==> src/rtl/ble_pkg.sv <==
// ----------------------------------------------------------------------------
// ble_pkg: shared types and constants of the battery level estimator
// Request/result payloads, divider handshake, status and register codes,
// sequencer states and the fixed volt/percent table.
// ----------------------------------------------------------------------------
package ble_pkg;

	localparam int TIME_W      = 32;
	localparam int RAW_W       = 12;
	localparam int MV_W        = 13;
	localparam int PCT_W       = 7;
	localparam int STAT_W      = 2;
	localparam int PERIOD_W    = 16;
	localparam int SCALE_W     = 24;
	localparam int CFG_DATA_W  = 24;
	localparam int CFG_IDX_W   = 1;
	localparam int SCALE_SHIFT = 22;
	localparam int PROD_W      = RAW_W + SCALE_W;
	localparam int VOLT_W      = 10;
	localparam int TAB_IDX_W   = 5;
	localparam int DIV_NUM_W   = 20;
	localparam int DIV_DEN_W   = 10;
	localparam int DIV_CNT_W   = $clog2(DIV_NUM_W + 1);

	// Divide a 13-bit average by ten: multiply by ceil(2^17 / 10), keep bits 17 and up
	localparam int VOLT_RECIP_W = 14;
	localparam int VOLT_SHIFT   = 17;
	localparam int VOLT_PROD_W  = MV_W + VOLT_RECIP_W;

	localparam logic [MV_W-1:0]         MV_MAX      = MV_W'(8191);
	localparam logic [VOLT_RECIP_W-1:0] VOLT_RECIP  = VOLT_RECIP_W'(13108);
	localparam logic [PERIOD_W-1:0]     PERIOD_RST  = PERIOD_W'(1000);
	localparam logic [SCALE_W-1:0]      SCALE_RST   = SCALE_W'(6758399);

	// status codes
	localparam logic [STAT_W-1:0] STAT_OK        = 2'd0;
	localparam logic [STAT_W-1:0] STAT_NOT_READY = 2'd1;
	localparam logic [STAT_W-1:0] STAT_RANGE     = 2'd2;

	// register indexes
	localparam logic [CFG_IDX_W-1:0] CFG_PERIOD = 1'd0;
	localparam logic [CFG_IDX_W-1:0] CFG_SCALE  = 1'd1;

	typedef struct packed {
		logic [TIME_W-1:0] now_ms;
		logic [RAW_W-1:0]  adc_raw;
	} req_t;

	typedef struct packed {
		logic [MV_W-1:0]   millivolts;
		logic [PCT_W-1:0]  percent;
		logic [STAT_W-1:0] status;
		logic              sampled;
	} res_t;

	typedef struct packed {
		logic                 start;
		logic [DIV_NUM_W-1:0] num;
		logic [DIV_DEN_W-1:0] den;
	} div_req_t;

	typedef struct packed {
		logic                 done;
		logic [DIV_NUM_W-1:0] quo;
	} div_rsp_t;

	typedef enum logic [3:0] {
		ST_IDLE,
		ST_CONV,
		ST_UPD,
		ST_AVG,
		ST_SCL,
		ST_SCAN,
		ST_INTERP,
		ST_PCT_GO,
		ST_PCT_WAIT,
		ST_DONE
	} state_t;

	function automatic logic [VOLT_W-1:0] volt_at(input logic [TAB_IDX_W-1:0] idx);
		logic [VOLT_W-1:0] v;
		case (idx)
			5'd0:  v = 10'd999;
			5'd1:  v = 10'd420;
			5'd2:  v = 10'd415;
			5'd3:  v = 10'd411;
			5'd4:  v = 10'd408;
			5'd5:  v = 10'd402;
			5'd6:  v = 10'd398;
			5'd7:  v = 10'd395;
			5'd8:  v = 10'd391;
			5'd9:  v = 10'd387;
			5'd10: v = 10'd385;
			5'd11: v = 10'd384;
			5'd12: v = 10'd382;
			5'd13: v = 10'd380;
			5'd14: v = 10'd379;
			5'd15: v = 10'd377;
			5'd16: v = 10'd375;
			5'd17: v = 10'd373;
			5'd18: v = 10'd371;
			5'd19: v = 10'd369;
			5'd20: v = 10'd361;
			5'd21: v = 10'd327;
			5'd22: v = 10'd250;
			default: v = 10'd0;
		endcase
		return v;
	endfunction

	function automatic logic [PCT_W-1:0] pct_at(input logic [TAB_IDX_W-1:0] idx);
		logic [PCT_W-1:0] p;
		case (idx)
			5'd0:  p = 7'd100;
			5'd1:  p = 7'd100;
			5'd2:  p = 7'd95;
			5'd3:  p = 7'd90;
			5'd4:  p = 7'd85;
			5'd5:  p = 7'd80;
			5'd6:  p = 7'd75;
			5'd7:  p = 7'd70;
			5'd8:  p = 7'd65;
			5'd9:  p = 7'd60;
			5'd10: p = 7'd55;
			5'd11: p = 7'd50;
			5'd12: p = 7'd45;
			5'd13: p = 7'd40;
			5'd14: p = 7'd35;
			5'd15: p = 7'd30;
			5'd16: p = 7'd25;
			5'd17: p = 7'd20;
			5'd18: p = 7'd15;
			5'd19: p = 7'd10;
			5'd20: p = 7'd5;
			default: p = 7'd0;
		endcase
		return p;
	endfunction

endpackage

==> src/rtl/ble_ram.sv <==
// ----------------------------------------------------------------------------
// ble_ram: generic single-port-write, single-port-read RAM
// One write and one registered read per cycle.
// ----------------------------------------------------------------------------
module ble_ram #(
	parameter int WIDTH = 13,
	parameter int DEPTH = 20
) (
	input  logic                     clk,
	input  logic                     we,
	input  logic [$clog2(DEPTH)-1:0] waddr,
	input  logic [WIDTH-1:0]         wdata,
	input  logic                     re,
	input  logic [$clog2(DEPTH)-1:0] raddr,
	output logic [WIDTH-1:0]         rdata
);

	logic [WIDTH-1:0] mem [DEPTH];
	logic [WIDTH-1:0] rdata_q;

	always_ff @(posedge clk) begin
		if (we) begin
			mem[waddr] <= wdata;
		end
		if (re) begin
			rdata_q <= mem[raddr];
		end
	end

	assign rdata = rdata_q;

endmodule

==> src/rtl/ble_div.sv <==
// ----------------------------------------------------------------------------
// ble_div: iterative restoring divider
// One quotient bit per cycle; done pulses once the quotient is final.
// ----------------------------------------------------------------------------
module ble_div (
	input  logic                clk,
	input  logic                arst_n,
	input  ble_pkg::div_req_t   req,
	output ble_pkg::div_rsp_t   rsp
);

	logic [ble_pkg::DIV_NUM_W-1:0] quo_q;
	logic [ble_pkg::DIV_DEN_W-1:0] rem_q;
	logic [ble_pkg::DIV_DEN_W-1:0] den_q;
	logic [ble_pkg::DIV_CNT_W-1:0] cnt_q;
	logic                          busy_q;
	logic                          done_q;
	logic [ble_pkg::DIV_DEN_W:0]   shifted;
	logic [ble_pkg::DIV_DEN_W:0]   diff;
	logic                          ge;

	always_comb begin
		shifted = {rem_q, quo_q[ble_pkg::DIV_NUM_W-1]};
		ge      = shifted >= {1'b0, den_q};
		diff    = shifted - {1'b0, den_q};
	end

	always_ff @(posedge clk or negedge arst_n) begin
		if (!arst_n) begin
			busy_q <= 1'b0;
			done_q <= 1'b0;
			cnt_q  <= '0;
		end else begin
			done_q <= 1'b0;
			if (req.start) begin
				busy_q <= 1'b1;
				cnt_q  <= ble_pkg::DIV_CNT_W'(ble_pkg::DIV_NUM_W);
			end else if (busy_q) begin
				cnt_q <= cnt_q - 1'b1;
				if (cnt_q == ble_pkg::DIV_CNT_W'(1)) begin
					busy_q <= 1'b0;
					done_q <= 1'b1;
				end
			end
		end
	end

	always_ff @(posedge clk) begin
		if (req.start) begin
			quo_q <= req.num;
			rem_q <= '0;
			den_q <= req.den;
		end else if (busy_q) begin
			rem_q <= ge ? diff[ble_pkg::DIV_DEN_W-1:0] : shifted[ble_pkg::DIV_DEN_W-1:0];
			quo_q <= {quo_q[ble_pkg::DIV_NUM_W-2:0], ge};
		end
	end

	assign rsp.done = done_q;
	assign rsp.quo  = quo_q;

endmodule

==> src/rtl/battery_level_estimator.sv <==
// ----------------------------------------------------------------------------
// battery_level_estimator: moving-average battery voltage and charge level
// Path: a request with no sample due goes straight to DONE; before the history
// is full a sample passes CONV and UPD; once it fills, also AVG, SCL, a table
// scan of up to 23 steps and, inside an interval, one divider pass. One request
// in flight; reset clears control state, the ring needs no clearing.
// ----------------------------------------------------------------------------
module battery_level_estimator #(
	parameter int HISTORY_DEPTH = 20,
	parameter int TABLE_ENTRIES = 24
) (
	input  logic                            clk,
	input  logic                            arst_n,
	input  logic                            req_valid,
	output logic                            req_ready,
	input  ble_pkg::req_t                   req_data,
	output logic                            res_valid,
	input  logic                            res_ready,
	output ble_pkg::res_t                   res_data,
	input  logic                            cfg_we,
	input  logic [ble_pkg::CFG_IDX_W-1:0]   cfg_idx,
	input  logic [ble_pkg::CFG_DATA_W-1:0]  cfg_wdata
);

	localparam int IDX_W = $clog2(HISTORY_DEPTH);
	localparam int SUM_W = ble_pkg::MV_W + $clog2(HISTORY_DEPTH);
	localparam logic [IDX_W-1:0] IDX_LAST = IDX_W'(HISTORY_DEPTH - 1);
	localparam logic [ble_pkg::TAB_IDX_W-1:0] SCAN_LAST =
		ble_pkg::TAB_IDX_W'(TABLE_ENTRIES - 1);
	localparam int MVR_W = ble_pkg::PROD_W - ble_pkg::SCALE_SHIFT;
	// Sum by depth as a multiply by a rounded-up reciprocal, exact for any sum
	localparam int AVG_SHIFT  = SUM_W + $clog2(HISTORY_DEPTH);
	localparam int RECIP_W    = SUM_W + 1;
	localparam int AVG_PROD_W = SUM_W + RECIP_W;
	localparam logic [RECIP_W-1:0] AVG_RECIP = RECIP_W'(((longint'(1) << AVG_SHIFT)
		+ longint'(HISTORY_DEPTH) - 1) / longint'(HISTORY_DEPTH));

	// Sequencer and configuration
	ble_pkg::state_t                 state_q, state_d;
	logic [ble_pkg::PERIOD_W-1:0]    period_q;
	logic [ble_pkg::SCALE_W-1:0]     scale_q;

	// Per-request context
	logic [ble_pkg::TIME_W-1:0]      last_q;
	logic [ble_pkg::RAW_W-1:0]       raw_q;
	logic                            sampled_q;
	logic [ble_pkg::PROD_W-1:0]      prod_s1;

	// History bookkeeping; entries themselves live in the RAM
	logic [IDX_W-1:0]                idx_q;
	logic                            full_q;
	logic [SUM_W-1:0]                sum_q;
	logic [ble_pkg::MV_W-1:0]        avg_q;

	// Table scan and interpolation
	logic [ble_pkg::VOLT_W-1:0]      v_q;
	logic [ble_pkg::TAB_IDX_W-1:0]   scan_q;
	logic [ble_pkg::VOLT_W-1:0]      hi_q, lo_q;
	logic [ble_pkg::PCT_W-1:0]       p0_q, p1_q;
	logic [ble_pkg::DIV_NUM_W-1:0]   num_q;
	logic [ble_pkg::DIV_DEN_W-1:0]   den_q;

	// Cached level for the current average
	logic [ble_pkg::PCT_W-1:0]       pct_q;
	logic [ble_pkg::STAT_W-1:0]      stat_q;

	// Result register
	logic                            res_valid_q;
	ble_pkg::res_t                   res_q;

	// Combinational helpers
	logic                            take;
	logic [ble_pkg::TIME_W-1:0]      elapsed;
	logic                            due;
	logic [MVR_W-1:0]                mv_raw;
	logic [ble_pkg::MV_W-1:0]        mv_new;
	logic [ble_pkg::MV_W-1:0]        mv_old;
	logic                            idx_wrap;
	logic [AVG_PROD_W-1:0]           avg_prod;
	logic [ble_pkg::VOLT_PROD_W-1:0] volt_prod;
	logic [ble_pkg::VOLT_W-1:0]      tab_hi, tab_lo;
	logic                            hit_eq, hit_in;
	logic                            res_load;
	logic                            ram_re, ram_we;
	logic [ble_pkg::MV_W-1:0]        ram_rdata;
	ble_pkg::div_req_t               div_req;
	ble_pkg::div_rsp_t               div_rsp;

	// History ring: read old entry in CONV, write the new one in UPD. The read
	// and write of one entry never overlap because one request runs at a time.
	ble_ram #(
		.WIDTH (ble_pkg::MV_W),
		.DEPTH (HISTORY_DEPTH)
	) u_ring (
		.clk   (clk),
		.we    (ram_we),
		.waddr (idx_q),
		.wdata (mv_new),
		.re    (ram_re),
		.raddr (idx_q),
		.rdata (ram_rdata)
	);

	// Divider for the interpolation over the bracketing interval
	ble_div u_div (
		.clk    (clk),
		.arst_n (arst_n),
		.req    (div_req),
		.rsp    (div_rsp)
	);

	always_comb begin
		take     = req_valid && req_ready;
		elapsed  = req_data.now_ms - last_q;
		due      = elapsed >= ble_pkg::TIME_W'(period_q);
		// Convert: keep the integer millivolts, saturate to the field range
		mv_raw   = prod_s1[ble_pkg::PROD_W-1:ble_pkg::SCALE_SHIFT];
		mv_new   = (mv_raw > MVR_W'(ble_pkg::MV_MAX)) ? ble_pkg::MV_MAX
		                                               : mv_raw[ble_pkg::MV_W-1:0];
		// Entries not yet written count as zero until the first wrap
		mv_old   = full_q ? ram_rdata : '0;
		idx_wrap = idx_q == IDX_LAST;
		avg_prod  = AVG_PROD_W'(sum_q) * AVG_PROD_W'(AVG_RECIP);
		volt_prod = ble_pkg::VOLT_PROD_W'(avg_q) * ble_pkg::VOLT_PROD_W'(ble_pkg::VOLT_RECIP);
		tab_hi   = ble_pkg::volt_at(scan_q - 1'b1);
		tab_lo   = ble_pkg::volt_at(scan_q);
		hit_eq   = v_q == tab_lo;
		hit_in   = (v_q < tab_hi) && (v_q > tab_lo);
		res_load = (state_q == ble_pkg::ST_DONE) && (!res_valid_q || res_ready);
	end

	// Next state
	always_comb begin
		state_d = state_q;
		case (state_q)
			ble_pkg::ST_IDLE: begin
				if (take) begin
					state_d = due ? ble_pkg::ST_CONV : ble_pkg::ST_DONE;
				end
			end
			ble_pkg::ST_CONV: state_d = ble_pkg::ST_UPD;
			ble_pkg::ST_UPD: begin
				state_d = (full_q || idx_wrap) ? ble_pkg::ST_AVG : ble_pkg::ST_DONE;
			end
			ble_pkg::ST_AVG: state_d = ble_pkg::ST_SCL;
			ble_pkg::ST_SCL: state_d = ble_pkg::ST_SCAN;
			ble_pkg::ST_SCAN: begin
				if (hit_eq || scan_q == SCAN_LAST) begin
					state_d = ble_pkg::ST_DONE;
				end else if (hit_in) begin
					state_d = ble_pkg::ST_INTERP;
				end
				// the "hit inside" check wins over the last-entry check
				if (!hit_eq && hit_in) begin
					state_d = ble_pkg::ST_INTERP;
				end
			end
			ble_pkg::ST_INTERP: state_d = ble_pkg::ST_PCT_GO;
			ble_pkg::ST_PCT_GO: state_d = ble_pkg::ST_PCT_WAIT;
			ble_pkg::ST_PCT_WAIT: begin
				if (div_rsp.done) begin
					state_d = ble_pkg::ST_DONE;
				end
			end
			ble_pkg::ST_DONE: begin
				if (res_load) begin
					state_d = ble_pkg::ST_IDLE;
				end
			end
			default: state_d = ble_pkg::ST_IDLE;
		endcase
	end

	// Outputs of the sequencer
	always_comb begin
		req_ready     = 1'b0;
		ram_re        = 1'b0;
		ram_we        = 1'b0;
		div_req.start = 1'b0;
		div_req.num   = '0;
		div_req.den   = '0;
		case (state_q)
			ble_pkg::ST_IDLE: req_ready = 1'b1;
			ble_pkg::ST_CONV: ram_re = 1'b1;
			ble_pkg::ST_UPD:  ram_we = 1'b1;
			ble_pkg::ST_PCT_GO: begin
				div_req.start = 1'b1;
				div_req.num   = num_q;
				div_req.den   = den_q;
			end
			default: begin
			end
		endcase
	end

	// Control state
	always_ff @(posedge clk or negedge arst_n) begin
		if (!arst_n) begin
			state_q     <= ble_pkg::ST_IDLE;
			period_q    <= ble_pkg::PERIOD_RST;
			scale_q     <= ble_pkg::SCALE_RST;
			last_q      <= '0;
			idx_q       <= '0;
			full_q      <= 1'b0;
			sum_q       <= '0;
			avg_q       <= '0;
			pct_q       <= '0;
			stat_q      <= ble_pkg::STAT_NOT_READY;
			res_valid_q <= 1'b0;
		end else begin
			state_q <= state_d;

			if (cfg_we) begin
				case (cfg_idx)
					ble_pkg::CFG_PERIOD: period_q <= cfg_wdata[ble_pkg::PERIOD_W-1:0];
					ble_pkg::CFG_SCALE:  scale_q  <= cfg_wdata[ble_pkg::SCALE_W-1:0];
					default: begin
					end
				endcase
			end

			// Stamp the time of every accepted sample
			if (take && due) begin
				last_q <= req_data.now_ms;
			end

			// Advance the ring and keep a running sum: add new, drop old
			if (state_q == ble_pkg::ST_UPD) begin
				sum_q <= sum_q - SUM_W'(mv_old) + SUM_W'(mv_new);
				idx_q <= idx_wrap ? '0 : idx_q + 1'b1;
				if (idx_wrap) begin
					full_q <= 1'b1;
				end
			end

			if (state_q == ble_pkg::ST_AVG) begin
				avg_q <= avg_prod[AVG_SHIFT +: ble_pkg::MV_W];
			end

			// Refresh the cached level each time the average is recomputed
			if (state_q == ble_pkg::ST_SCAN && state_d == ble_pkg::ST_DONE) begin
				if (hit_eq) begin
					pct_q  <= ble_pkg::pct_at(scan_q);
					stat_q <= ble_pkg::STAT_OK;
				end else begin
					pct_q  <= '0;
					stat_q <= ble_pkg::STAT_RANGE;
				end
			end
			if (state_q == ble_pkg::ST_PCT_WAIT && div_rsp.done) begin
				pct_q  <= div_rsp.quo[ble_pkg::PCT_W-1:0];
				stat_q <= ble_pkg::STAT_OK;
			end

			if (res_load) begin
				res_valid_q <= 1'b1;
			end else if (res_ready) begin
				res_valid_q <= 1'b0;
			end
		end
	end

	// Payload registers
	always_ff @(posedge clk) begin
		if (take) begin
			raw_q     <= req_data.adc_raw;
			sampled_q <= due;
		end
		if (state_q == ble_pkg::ST_CONV) begin
			prod_s1 <= ble_pkg::PROD_W'(raw_q) * ble_pkg::PROD_W'(scale_q);
		end
		// Scale the average to 10 mV units and start the scan at the first interval
		if (state_q == ble_pkg::ST_SCL) begin
			v_q    <= volt_prod[ble_pkg::VOLT_SHIFT +: ble_pkg::VOLT_W];
			scan_q <= ble_pkg::TAB_IDX_W'(1);
		end
		if (state_q == ble_pkg::ST_SCAN) begin
			hi_q   <= tab_hi;
			lo_q   <= tab_lo;
			p0_q   <= ble_pkg::pct_at(scan_q - 1'b1);
			p1_q   <= ble_pkg::pct_at(scan_q);
			scan_q <= scan_q + 1'b1;
		end
		// Weighted sum of the bracketing percentages over the interval width
		if (state_q == ble_pkg::ST_INTERP) begin
			num_q <= ble_pkg::DIV_NUM_W'(p0_q) * ble_pkg::DIV_NUM_W'(v_q - lo_q)
			       + ble_pkg::DIV_NUM_W'(p1_q) * ble_pkg::DIV_NUM_W'(hi_q - v_q);
			den_q <= ble_pkg::DIV_DEN_W'(hi_q - lo_q);
		end
		// Hold zero for level and voltage until the history is full
		if (res_load) begin
			res_q.millivolts <= full_q ? avg_q : '0;
			res_q.percent    <= full_q ? pct_q : '0;
			res_q.status     <= full_q ? stat_q : ble_pkg::STAT_NOT_READY;
			res_q.sampled    <= sampled_q;
		end
	end

	assign res_valid = res_valid_q;
	assign res_data  = res_q;

	// ------------------------------------------------------------------------
	// Assertions
	// ------------------------------------------------------------------------
	a_full_sticky: assert property (@(posedge clk) disable iff (!arst_n)
		full_q |=> full_q)
		else $error("history full flag dropped");

	a_idx_range: assert property (@(posedge clk) disable iff (!arst_n)
		idx_q <= IDX_LAST)
		else $error("ring index out of range");

	a_div_done_wait: assert property (@(posedge clk) disable iff (!arst_n)
		div_rsp.done |-> state_q == ble_pkg::ST_PCT_WAIT)
		else $error("divider finished outside a wait state");

	a_not_ready_zero: assert property (@(posedge clk) disable iff (!arst_n)
		(res_valid_q && res_q.status != ble_pkg::STAT_OK) |-> res_q.percent == '0)
		else $error("percent set on a result that is not ok");

endmodule
==> config.mk <==
export PLATFORM = sky130hd
export DESIGN_NAME = battery_level_estimator
export DESIGN_NICKNAME = d
export VERILOG_FILES = /design/src/rtl/ble_pkg.sv /design/src/rtl/ble_ram.sv /design/src/rtl/ble_div.sv /design/src/rtl/battery_level_estimator.sv
export SDC_FILE = /design/constraint.sdc
export NUM_CORES = 2
export LEC_CHECK = 0
export BUFFER_PORTS_ARGS = -buffer_cell sky130_fd_sc_hd__buf_2
export CAP_MARGIN = 20
export CORE_AREA = 2 2 294 296
export CTS_CLUSTER_DIAMETER = 60
export CTS_CLUSTER_SIZE = 24
export DETAILED_ROUTE_END_ITERATION = 6
export DIE_AREA = 0 0 296 298
export GPL_ROUTABILITY_DRIVEN = 0
export PLACE_DENSITY = 0.83
export SLEW_MARGIN = 15
export SYNTH_ARGS = -nofsm -noshare
export SYNTH_HDL_FRONTEND = slang
export SYNTH_SLANG_ARGS = --single-unit
export TNS_END_PERCENT = 5
==> constraint.sdc <==
create_clock -name clk -period 10.7 [get_ports clk]
set_input_delay 0 -clock clk [delete_from_list [all_inputs] [get_ports clk]]
set_output_delay 0 -clock clk [all_outputs]
set_load 0.05 [all_outputs]
Yosys cells after proc, flatten, opt, wreduce, memory -nomap -nowiden:

Memory sizes are Yosys's and may differ from the RTL's. A register that Yosys moved wholly into a read port is not among the register bits.
Index checks and enable logic that the tools add are counted.

* word-level logic and storage cells: 134
* memory bits (writable): 260
* bits of input ports: 74
* bits in registers: 307
* memories: 6
* ROM bits: 1312
* output and inout port bits: 25

* reduce and logical (&&, ||, !) cells: 20
* equal/unequal tests: 14
* magnitude comparators: 5
* mux-type cells: 41
* multipliers: 5
* bitwise operators: 1
* $add $sub $neg: 12

Memory list
* (name not given): words 32, width 10, read ports 1, clocked after memory_dff 0, write ports 0, RTL line ble_pkg.sv:82 `case (idx)`
* (name not given): words 32, width 10, read ports 1, clocked after memory_dff 1, write ports 0, RTL line ble_pkg.sv:82
* u_ring.mem: words 20, width 13, read ports 1, clocked after memory_dff 1, write ports 1, RTL line ble_ram.sv:18 `logic [WIDTH-1:0] mem [DEPTH];`
* (name not given): words 32, width 7, read ports 1, clocked after memory_dff 1, write ports 0, RTL line ble_pkg.sv:113 `case (idx)`
* (name not given): words 32, width 7, read ports 1, clocked after memory_dff 1, write ports 0, RTL line ble_pkg.sv:113
* (name not given): words 32, width 7, read ports 1, clocked after memory_dff 1, write ports 0, RTL line ble_pkg.sv:113

Operator list (number)
* 20-bit 2-to-1 mux: 2
* 4-bit case mux with 10 select lines: 1
* 8-bit by 11-bit multiplier with 19-bit output: 2
* 12-bit by 24-bit multiplier with 36-bit output: 1
* 18-bit by 19-bit multiplier with 36-bit output, second input constant: 1
* 5-bit 2-to-1 mux: 7
* 32-bit by 16-bit >= comparator with 1-bit output: 1
* 4-bit 2-to-1 mux: 8
* 32-bit subtractor: 1
* 31-bit 2-to-1 mux: 1
* 13-bit 2-to-1 mux: 2
* 13-bit by 12-bit multiplier with 25-bit output, second input constant: 1
* 10-bit by 10-bit subtractor with 11-bit output: 2
* 7-bit 2-to-1 mux: 3
* 19-bit by 19-bit adder with 20-bit output: 1
* 10-bit subtractor: 2
* 18-bit by 13-bit adder with 18-bit output: 1
* 18-bit by 13-bit subtractor with 18-bit output: 1
* 4-bit by 3-bit equality test with 1-bit output, second input constant: 4
* 14-bit by 13-bit > comparator with 1-bit output, second input constant: 1
* 1-bit 2-to-1 mux: 13
* 4-bit equality test, second input constant: 3
* 11-bit by 10-bit >= comparator with 1-bit output: 1
* 5-bit by 1-bit adder with 5-bit output, second input constant: 2
* 17 further kinds: 36

Longest topological paths before layout:

An unclocked memory read counts as a cell.

* depth in word-level cells: 12
* gate-level depth with buffers: 33
* gate-level depth less buffers: 33

Modules after synthesis:

Synthesis repeated with hierarchy kept, for this count alone.

* cell total of the unflattened synthesis: 4556
* area, all modules: 50492.2 µm²

By module, submodules not included
* battery_level_estimator: area each 37434.7 µm², times used 1, cells each 3856, seq. area each 7323.3 µm²
* ble_ram: area each 10633.9 µm², times used 1, cells each 501, seq. area each 8197.9 µm²
* ble_div: area each 2423.6 µm², times used 1, cells each 199, seq. area each 1276.2 µm²

Least setup slack after synthesis:

No wires, ideal clock.

* path kind: register to register
* from: reg v_q[1] (netlist bit)
* to: reg num_q[18] (netlist bit), data pin
* path slack: 3.316 ns
* data required time: 10.442 ns
* arrival: 7.127 ns
* cell stages (with the launch flop): 31
* period minus slack after synthesis: 7.384 ns
* buffers on the path: 0
* library setup time: 0.258 ns
* cells stage by stage: edfxtp_1 inv_1 ha_1 nor2b_1 o21ai_0 a21boi_0 o21ai_0 a21boi_0 o21ai_0 a21boi_0 o21ai_0 a21boi_0 or3b_2 fa_1 inv_1 fa_1 fa_1 fa_1 fa_1 inv_1 fa_1 inv_1 ha_1 and3_1 a21oi_1 inv_1 a41o_1 nor2b_1 o311ai_0 a21oi_1 xnor2_1

* longest elaborated chain between the ends: 3
* elaborated cells on any way between the ends: 5
* those cells by class: add/sub (3); mul (2)

RTL lines
* from (decl): RTL line battery_level_estimator.sv:56 `logic [ble_pkg::VOLT_W-1:0] v_q;`
* from (signal assigned): RTL line battery_level_estimator.sv:274 `v_q <= volt_prod[ble_pkg::VOLT_SHIFT +: ble_pkg::VOLT_W];`
* 10-bit by 10-bit subtractor with 11-bit output, on equally long branches: RTL line battery_level_estimator.sv:286, battery_level_estimator.sv:287
* 8-bit by 11-bit multiplier with 19-bit output, on equally long branches: RTL line battery_level_estimator.sv:286, battery_level_estimator.sv:287
* 19-bit by 19-bit adder with 20-bit output *: RTL line battery_level_estimator.sv:287 `+ ble_pkg::DIV_NUM_W'(p1_q) * ble_pkg::DIV_NUM_W'(hi_q - v_q);`
* to (signal assigned): RTL line battery_level_estimator.sv:286 `num_q <= ble_pkg::DIV_NUM_W'(p0_q) * ble_pkg::DIV_NUM_W'(v_q - lo_q)`
* to (decl): RTL line battery_level_estimator.sv:60 `logic [ble_pkg::DIV_NUM_W-1:0] num_q;`

Every way passes the cells marked *; elsewhere a longest branch is shown, timed or not.
A chain may end at the register's enable or synchronous reset.

Final worst setup path:

Ends and elaborated chain as after synthesis.

==> flow_summary.toml <==
[sta]
finClkSkew_ps = 40.7
setup_viol = 0
fin_setup_tns_ps = 0
slew_headroom = 0.281
worstMarginPinSlew_ps = 1070
hold_viol_final = 0
min_period_over_period = 0.783
final_max_slew_viol_count = 0
fmaxAchievable_ghz = 0.119
rsz0062_at_grt = "no"
post-route-min-period_ps = 8380

[placement]
place_hpwl_um = 83300
portBuffers = 98

[critical_path]
critPathKind = "reg -> reg"
cpPeakStageDelay_ps = 640
cp-end-kind = "flop"
slowest_stage = "nor3b_1"
required_ps = 11090
arrival_ps = 8770
path_max_fanout = 7
cp_common_cell = "fa_1"
start_kind = "flop"

[cells_and_area]
regArea_um2 = 16800
final_common_cell = "inv_1"
multi_input_area_um2 = 30100
drive_above_1_share = 0.0836
antenna_cells = 0
syn_to_final_growth_pct = 9.18
nFillCells = 6165
fin_nets = 5898
layout_common_cells = "inv_1, fa_1, nand2_1"

[routing]
first_pass_iters = 6
drc = 0
antenna_left = 0
routed_wirelength_um = 116000
viasPerCell = 5.83
initialDrtViolationCount = 3032
vias = 34800
wl_per_cell_um = 19.4

[clock_tree]
clkTransAtPathRegs_ps = 90
cts_max_level = 2
numCtsBuffers = 52
root_buffer = "clkbuf_16"
cts_tree = "built"
clock_sinks = 589
clock_latency_ps = 650
cts.path.max_buffers = 3

[min_path]
worstHoldPathType = "in -> async"

[yosys]
synth_seq_cells = 589
synthFlopType = "edfxtp_1"
yosysSeqAreaShare = 0.333
syn_nets = 5778
async_flop_share = 0.221
syn_inst = 4669
syn_avg_cell_area_um2 = 10.8
yosysUniqueCellTypes = 84
ys_warn_count = 0
netlist_area_um2 = 50500
synth_enable_flop_cells = 432

[die]
die_y_um = 298
die_w_um = 296
die-area_um2 = 88200
num_io_pins = 99
rows = 107
core_area_um2 = 84900
start_util = 0.595

[global_routing]
globalRouteOverflowTotal = 0
grt_pass1_vias = 36300
grt_antenna_before_repair = 1
grt_pass1_wl_um = 190000
grt_max_degree = 75
groute.usage.overall = 0.270

[job]
cap_violations = 0

[run_status]
run_status = "complete, no violations"
==> flip-flops by register name, summed over array words and instances (netlist names), 7 cells and up, named ones only <==
register      cells
pct_q             7
tab_lo           10
prod_s1          14
num_q            20
u_div.den_q      10
scale_q          24
res_data         23
period_q         16
last_q           32
p0_q              7
u_ring.mem      260
hi_q             10
den_q            10
u_div.quo_q      20
raw_q            12
avg_q            13
lo_q             10
sum_q            18
v_q              10
u_div.rem_q      10
p1_q              7
u_ring.rdata     13
==> metrics by stage <==
stage	setup slack, ps	hold WS (ps)	std cells	utilization	area, um^2
final	2320	53.4	5977	0.650	55100
after global routing	1710	43.5	5977	0.650	55100
after CTS	2380	25.9	5975	0.649	55100
after detailed placement	2450	8.67	5771	0.613	52000
after global placement	2680	15.0	5770	0.613	52000
after floorplan	3320	-296	4669	-	50500
==> critical path: cells and delay by family (launching register included) <==
kind / cells / cell delay, ps
simple gates: 5 / 1380
fa+ha+maj: 8 / 3720
xor+xnor: 1 / 100
compound gates: 11 / 2160
buf+inv: 5 / 260
flops: 1 / 500
==> kinds of logic (layout without fill, tap and decap cells) <==
group	Yosys count	in the layout	share of synthesized area
fa+ha+maj	1035	1035	0.336
compound gates	616	616	0.0782
flops	589	589	0.333
simple gates	1207	1207	0.114
buf+inv	960	1124	0.0720
xor+xnor	121	121	0.0210
mux	141	141	0.0456
==> synthesized netlist by cell type, drive strengths merged (17+ instances only) <==
master	number	area (um^2)
or2	24	150
nand2b	26	163
ha	498	6230
buf	24	123
a211oi	21	163
nand3	47	235
a21oi	154	782
a41oi	35	307
dfstp	25	657
xnor2	84	736
mux2	42	473
nor2	156	586
o21a	19	143
o21ai	186	931
mux2i	32	320
nand2	529	1990
dfxtp	27	541
dfrtp	105	2630
nor3b	17	128
nor2b	35	219
edfxtp	432	13000
fa	537	10800
inv	787	2950
nor3	70	350
xor2	37	324
mux4	67	1510
a21o	42	315
and3	18	113
and2	226	1410
clkbuf	148	556
a21boi	19	143
==> final timing paths <==
path	startpoint	end	slack [ps]	cells after the start
max	v_q[1]	num_q[18]	2320	30
min	arst_n	scale_q[17]	50	2
max reg2reg	v_q[1]	num_q[18]	2320	30
min reg2reg	tab_lo[7]	lo_q[7]	440	0
max in group asynchronous	arst_n	stat_q[0]	9920	4
min in group clk	req_data[11]	raw_q[11]	70	2
==> per-layer routing <==
layer	share of wire	up-vias	wire (um)	GRT usage
met1	0.40	17400	46600	0.363
met4	0.031	2	3600	0.0807
li1	-	15800	-	-
met3	0.074	265	8520	0.0366
met5	0.000086	-	10	0
met2	0.49	1425	57100	0.458
==> layout make-up <==
| class | count | area share |
|---|---|---|
| Clock buffer | 58 | 0.0244 |
| Clock inverter | 40 | 0.0120 |
| Inverter | 788 | 0.0536 |
| Multi-Input combinational cell | 3120 | 0.546 |
| Sequential cell | 589 | 0.305 |
| Tap cell | 1144 | 0.0260 |
| Timing Repair Buffer | 238 | 0.0336 |
==> what timing repair did <==
item / CTS / global route
endpoints found under the hold margin: 147 / 0
gates resized for setup: 0 / 0
hold buffers: 106 / 0
buffers inserted: 0 / 0
Power is not shown: default switching activity piles up to over one toggle a cycle in this logic, so the estimate is an artifact.
